`src/design/tde_pkg.sv`:
```
// ----------------------------------------------------------------------------
// tde_pkg
// Shared types and constants of the tile delta encoder.
// ----------------------------------------------------------------------------
package tde_pkg;

  // field widths fixed by the interface
  localparam int PIX_W     = 24;
  localparam int LANES     = 8;
  localparam int IDX_W     = 11;
  localparam int FW_W      = 10;
  localparam int FH_W      = 9;
  localparam int CFG_IDX_W = 1;

  // opcodes
  localparam logic OP_PIXEL = 1'b0;
  localparam logic OP_CLEAR = 1'b1;

  // configuration register indexes
  localparam logic [CFG_IDX_W-1:0] CFG_WIDTH  = 1'b0;
  localparam logic [CFG_IDX_W-1:0] CFG_HEIGHT = 1'b1;

  // configuration reset values
  localparam logic [FW_W-1:0] FW_RESET = 10'd640;
  localparam logic [FH_W-1:0] FH_RESET = 9'd480;

  typedef enum logic [3:0] {
    S_IDLE,
    S_ADDR,
    S_READ,
    S_CMP,
    S_DIV,
    S_FIX,
    S_IDX,
    S_TRD,
    S_OUT
  } state_e;

  // controller to datapath
  typedef struct packed {
    logic accept;    // take the input word
    logic calc;      // form the reference address
    logic rd_ref;    // read the reference entry
    logic commit;    // compare, write back, advance position
    logic div;       // tile column count, first step
    logic fix;       // tile column count, correction
    logic idx;       // tile index
    logic tile_rd;   // read one half row of the tile buffer
    logic next;      // result taken, advance half row
    logic finish;    // tile over: clear buffer, advance tile
  } cmd_t;

  // datapath to controller
  typedef struct packed {
    logic is_clear;
    logic tile_done;
    logic emit;
    logic last;
  } sts_t;

endpackage

```
`src/design/tde_ctrl.sv`:
```
// ----------------------------------------------------------------------------
// tde_ctrl
// Sequencer of the tile delta encoder: pixel steps and tile emission.
// ----------------------------------------------------------------------------
module tde_ctrl (
  input  logic           clk_i,
  input  logic           rst_ni,
  input  logic           in_valid_i,
  output logic           in_ready_o,
  output logic           out_valid_o,
  input  logic           out_ready_i,
  input  tde_pkg::sts_t  sts_i,
  output tde_pkg::cmd_t  cmd_o
);
  import tde_pkg::*;

  state_e state_q, state_d;

  // state register
  always_ff @(posedge clk_i or negedge rst_ni) begin
    if (!rst_ni) begin
      state_q <= S_IDLE;
    end else begin
      state_q <= state_d;
    end
  end

  // next state and commands
  always_comb begin
    state_d     = state_q;
    cmd_o       = '0;
    in_ready_o  = 1'b0;
    out_valid_o = 1'b0;
    unique case (state_q)
      S_IDLE: begin
        in_ready_o = 1'b1;
        if (in_valid_i) begin
          cmd_o.accept = 1'b1;
          if (!sts_i.is_clear) state_d = S_ADDR;
        end
      end
      S_ADDR: begin
        cmd_o.calc = 1'b1;
        state_d    = S_READ;
      end
      S_READ: begin
        cmd_o.rd_ref = 1'b1;
        state_d      = S_CMP;
      end
      S_CMP: begin
        cmd_o.commit = 1'b1;
        if (sts_i.emit) begin
          state_d = S_DIV;
        end else begin
          cmd_o.finish = sts_i.tile_done;
          state_d      = S_IDLE;
        end
      end
      S_DIV: begin
        cmd_o.div = 1'b1;
        state_d   = S_FIX;
      end
      S_FIX: begin
        cmd_o.fix = 1'b1;
        state_d   = S_IDX;
      end
      S_IDX: begin
        cmd_o.idx = 1'b1;
        state_d   = S_TRD;
      end
      S_TRD: begin
        cmd_o.tile_rd = 1'b1;
        state_d       = S_OUT;
      end
      S_OUT: begin
        out_valid_o = 1'b1;
        if (out_ready_i) begin
          if (sts_i.last) begin
            cmd_o.finish = 1'b1;
            state_d      = S_IDLE;
          end else begin
            cmd_o.next = 1'b1;
            state_d    = S_TRD;
          end
        end
      end
      default: state_d = S_IDLE;
    endcase
  end

endmodule

```
`config.mk`:
```
export PLATFORM = sky130hd
export DESIGN_NAME = tde_ctrl
export DESIGN_NICKNAME = d
export VERILOG_FILES = /design/src/design/tde_pkg.sv /design/src/design/tde_ctrl.sv
export SDC_FILE = /design/constraint.sdc
export NUM_CORES = 1
export LEC_CHECK = 0
export CAP_MARGIN = 20
export CORE_AREA = 2 2 39 41
export DETAILED_ROUTE_END_ITERATION = 6
export DIE_AREA = 0 0 41 43
export DONT_BUFFER_PORTS = 1
export PLACE_DENSITY = 0.49
export SLEW_MARGIN = 10
export SYNTH_ARGS = -nofsm -noshare
export SYNTH_HDL_FRONTEND = slang
export SYNTH_SLANG_ARGS = --single-unit
```
`constraint.sdc`:
```
create_clock -name clk_i -period 1.7 [get_ports clk_i]
set_input_delay 0.255 -clock clk_i [delete_from_list [all_inputs] [get_ports clk_i]]
set_output_delay 0.255 -clock clk_i [all_outputs]
set_load 0.02 [all_outputs]
```
Word level (Yosys, flattened, before mapping)
Cells that the tools add are included.
Storage, ports and cells
  register bits after elaboration: 4
  logic and storage cells: 37
Cells by class
  equal/unequal tests: 11
  multiplexer cells: 23
  reduce and logical (&&, ||, !) cells: 2
Operators with widths (number)
  $pmux 4 s9: 1
  $eq 4x3->1 const B: 4
  $mux 1: 15
  $mux 4: 3
  $eq 4x2->1 const B: 2
  $mux 3: 2
  $ne 2x2->1 const B: 3
  $eq 4x1->1 const B: 1
  $eq 4x4->1 const B: 1
  $logic_not 4->1: 1
  $reduce_and 3->1: 1
  $mux 2: 1
  $pmux 1 s2: 1

Logic depth before layout (Yosys ltp)
  depth after elaboration: 3
  mapped depth: 4
  gate-level depth less buffers: 3

Least setup slack after synthesis
Ideal clock, no wire load.
  path type: register to output
  from: reg state_q[1]
  to: out cmd_o[9] (netlist bit)
  data arrival time: 1.684 ns
  slack: -0.239 ns
  stages on the path, launching flop included: 4
  cells stage by stage: dfrtp_1 buf_2 nor4_1 and2_1
RTL lines
  from (decl): RTL line tde_ctrl.sv:17  | state_e state_q, state_d;
  from (signal assigned): RTL line tde_ctrl.sv:24  | state_q <= state_d;
  to (decl): RTL line tde_ctrl.sv:13  | output tde_pkg::cmd_t cmd_o

==> impl_metrics.json <==
{
  "reg_top3": "state_q (4)",
  "final_nets": 71,
  "setup_ws_ps": 29.1,
  "worstPathMaxFanout": 7,
  "yosysWarnings": 0,
  "critical-path-top-delay-family": "simple AND/OR/NAND/NOR gates",
  "reg2reg_slack_ps": 160,
  "root_buffer": "clkbuf_4",
  "crit_chain": "nor4b_4, nand2_2, nor2_1, buf_4",
  "vdd_drop_max_mv": 0.780,
  "grt_max_degree": 13,
  "r2r-start": "state_q[1]",
  "post-route-min-period_ps": 1670,
  "clk_latency_ps": 230,
  "antenna_found_initial": 0,
  "finalWeightedCongestion": 0.741,
  "placed_cells": 65,
  "cpPeakStageDelay_ps": 450,
  "grt_first_pass_wirelength_um": 1420,
  "wl_per_cell_um": 12.7,
  "die_area_um2": 1760,
  "regMostFlops": "state_q",
  "leakage_nw": 0.264,
  "vias_per_cell": 4.95,
  "io_buffers": 0,
  "n_antenna_cell": 0,
  "cts_tree": "yes",
  "final_util_pct": 41.3,
  "detailed_place_hpwl_um": 635,
  "crit_path_end_kind": "output pin",
  "hold_viol": 0,
  "fmax_mhz": 598,
  "hp-start": "out_ready_i",
  "power_density_nw_per_um2": 1730,
  "critPathLaunchType": "flop",
  "routed-via-count": 381,
  "drive_above_1_share_pct": 55.7,
  "maxCapViolations": 0,
  "drt_iter0_drc": 4,
  "area_growth_pct": 49.8,
  "clock_path_buffers": 2,
  "synth_fp_nets": 51,
  "rows": 14,
  "fin_cells": 77,
  "critPathRequiredTime_ps": 1440,
  "firstDrtPassIters": 4,
  "slew_viol_final": 0,
  "r2r-end": "state_q[1]",
  "crit_arrival_ps": 1420,
  "mappedNetlistArea_um2": 382,
  "grt_pass1_vias": 365,
  "avgSynthCellArea_um2": 8.87,
  "core_area_um2": 1380,
  "clock-sinks": 4,
  "holdWs_ps": 191,
  "cts_max_level": 1,
  "final_common_cell": "buf_4",
  "path_clk_slew_ps": 40,
  "hold_depth": 2,
  "setup_viol": 0,
  "worst_pin_slew_ps": 379,
  "drc_errors": 0,
  "ys_seq_area_share_pct": 26.2,
  "reg2reg_depth": 4,
  "fin_skew_ps": 2.60,
  "crit_type": "flop to output pin",
  "cts_made_buffers": 3,
  "largest_reg_flops": 4,
  "hold_end": "state_q[3]",
  "pin_count": 20,
  "initial_utilization_pct": 27.6,
  "slew_headroom_pct": 74.6,
  "path_buf_inv": 1,
  "synthDistinctLibCells": 24,
  "dieHeight_um": 43,
  "rsz0062_at_grt": "yes",
  "grt_overflow_total": 0,
  "finalCritPeriodShare_pct": 98.3,
  "status": "finished clean",
  "post-place-ws_ps": 124,
  "synth-seq-cells": 4,
  "routed_wl_um": 977,
  "worstHoldPathType": "input pin to flop",
  "antenna_left": 0,
  "cp_slowest_cell": "dfrtp_2",
  "syn-instance-count": 43,
  "die_w_um": 41,
  "final_cell_mix": "buf_4 (17), nor2_1 (5), nand2b_1 (4), nor3_1 (4), dfrtp_2 (4)",
  "grt_util_all_layers_pct": 11.7,
  "total_power_mw": 0.988
}
[where the power goes]
part | total (mW) | switching [mW] | leakage (nW) | internal, mW
Sequential | 0.200 | 0.0623 | 0.0463 | 0.138
Clock | 0.116 | 0.0376 | 0.0138 | 0.0789
Combinational | 0.671 | 0.327 | 0.204 | 0.344
Total | 0.988 | 0.427 | 0.264 | 0.561
[worst max path at each step]
stage	from	endpoint	slack (ps)	depth (start not counted)
CTS	state_q[1]	cmd_o[1]	6	4
global route	state_q[1]	cmd_o[1]	-20	4
floorplan	state_q[1]	cmd_o[9]	20	3
detailed placement	state_q[1]	cmd_o[1]	120	4
global placement	state_q[1]	cmd_o[1]	170	4
finish	state_q[1]	cmd_o[1]	30	4
[layout make-up]
type                       count  area [µm²]
tap                           16        20.0
clock buffer                   3        22.5
fill                         149         812
inverter                       1        3.75
timing repair buffer          19         158
sequential                     4         105
multi-input combinational     34         263
[worst register-to-register path, stage by stage, from the launching register on]
cell and delay (ps):
dfrtp_2 450, buf_4 170, or4b_4 540, a21oi_1 150
o2bb2a_1 160
[metal layers]
layer / GRT usage, % / routed length [µm]
met2: 18.1 / 509
met1: 13.0 / 397
met3: 2.09 / 50
met5: 0 / 0
met4: 9.33 / 20
[timing repair]
action	4_1_cts	5_1_grt
pin swaps	1	1
buffers inserted	4	4
endpoints found under the setup margin	2	2
resized for setup	4	1
hold buffers	1	0
endpoints found under the hold margin	4	0
[metrics by stage]
stage | area (µm²) | TNS (ps)
after floorplan | 393 | 0
after global placement | 460 | 0
after detailed placement | 460 | 0
after CTS | 541 | 0
after global routing | 572 | -19.7
final | 572 | 0
[cells by family after synthesis]
family | after synthesis | share of synthesized area, %
DFF | 4 | 26.2
buffers and inverters | 5 | 8.19
and+or+nand+nor | 25 | 44.9
AOI/OAI and AO/OA | 9 | 20.7
[Yosys cell counts]
master / instances / area (µm²)
nor2_1: 5 / 18.8
nor3_1: 5 / 25.0
dfrtp_1: 4 / 100
nand2b_1: 4 / 25.0
buf_4: 3 / 22.5
a21o_1: 2 / 15.0
a21oi_1: 2 / 10.0
o2bb2a_1: 2 / 20.0
a21oi_2: 1 / 8.76
a221oi_2: 1 / 15.0
a32o_1: 1 / 10.0
and2_1: 1 / 6.26
buf_2: 1 / 5.00
inv_1: 1 / 3.75
nand2_1: 1 / 3.75
nand2_2: 1 / 6.26
nand2b_4: 1 / 13.8
nand4b_1: 1 / 8.76
nor2b_1: 1 / 6.26
nor4_1: 1 / 6.26
nor4b_4: 1 / 23.8
or2b_1: 1 / 7.51
or3_1: 1 / 6.26
or4b_4: 1 / 13.8
(Power assumes the default switching activity.)
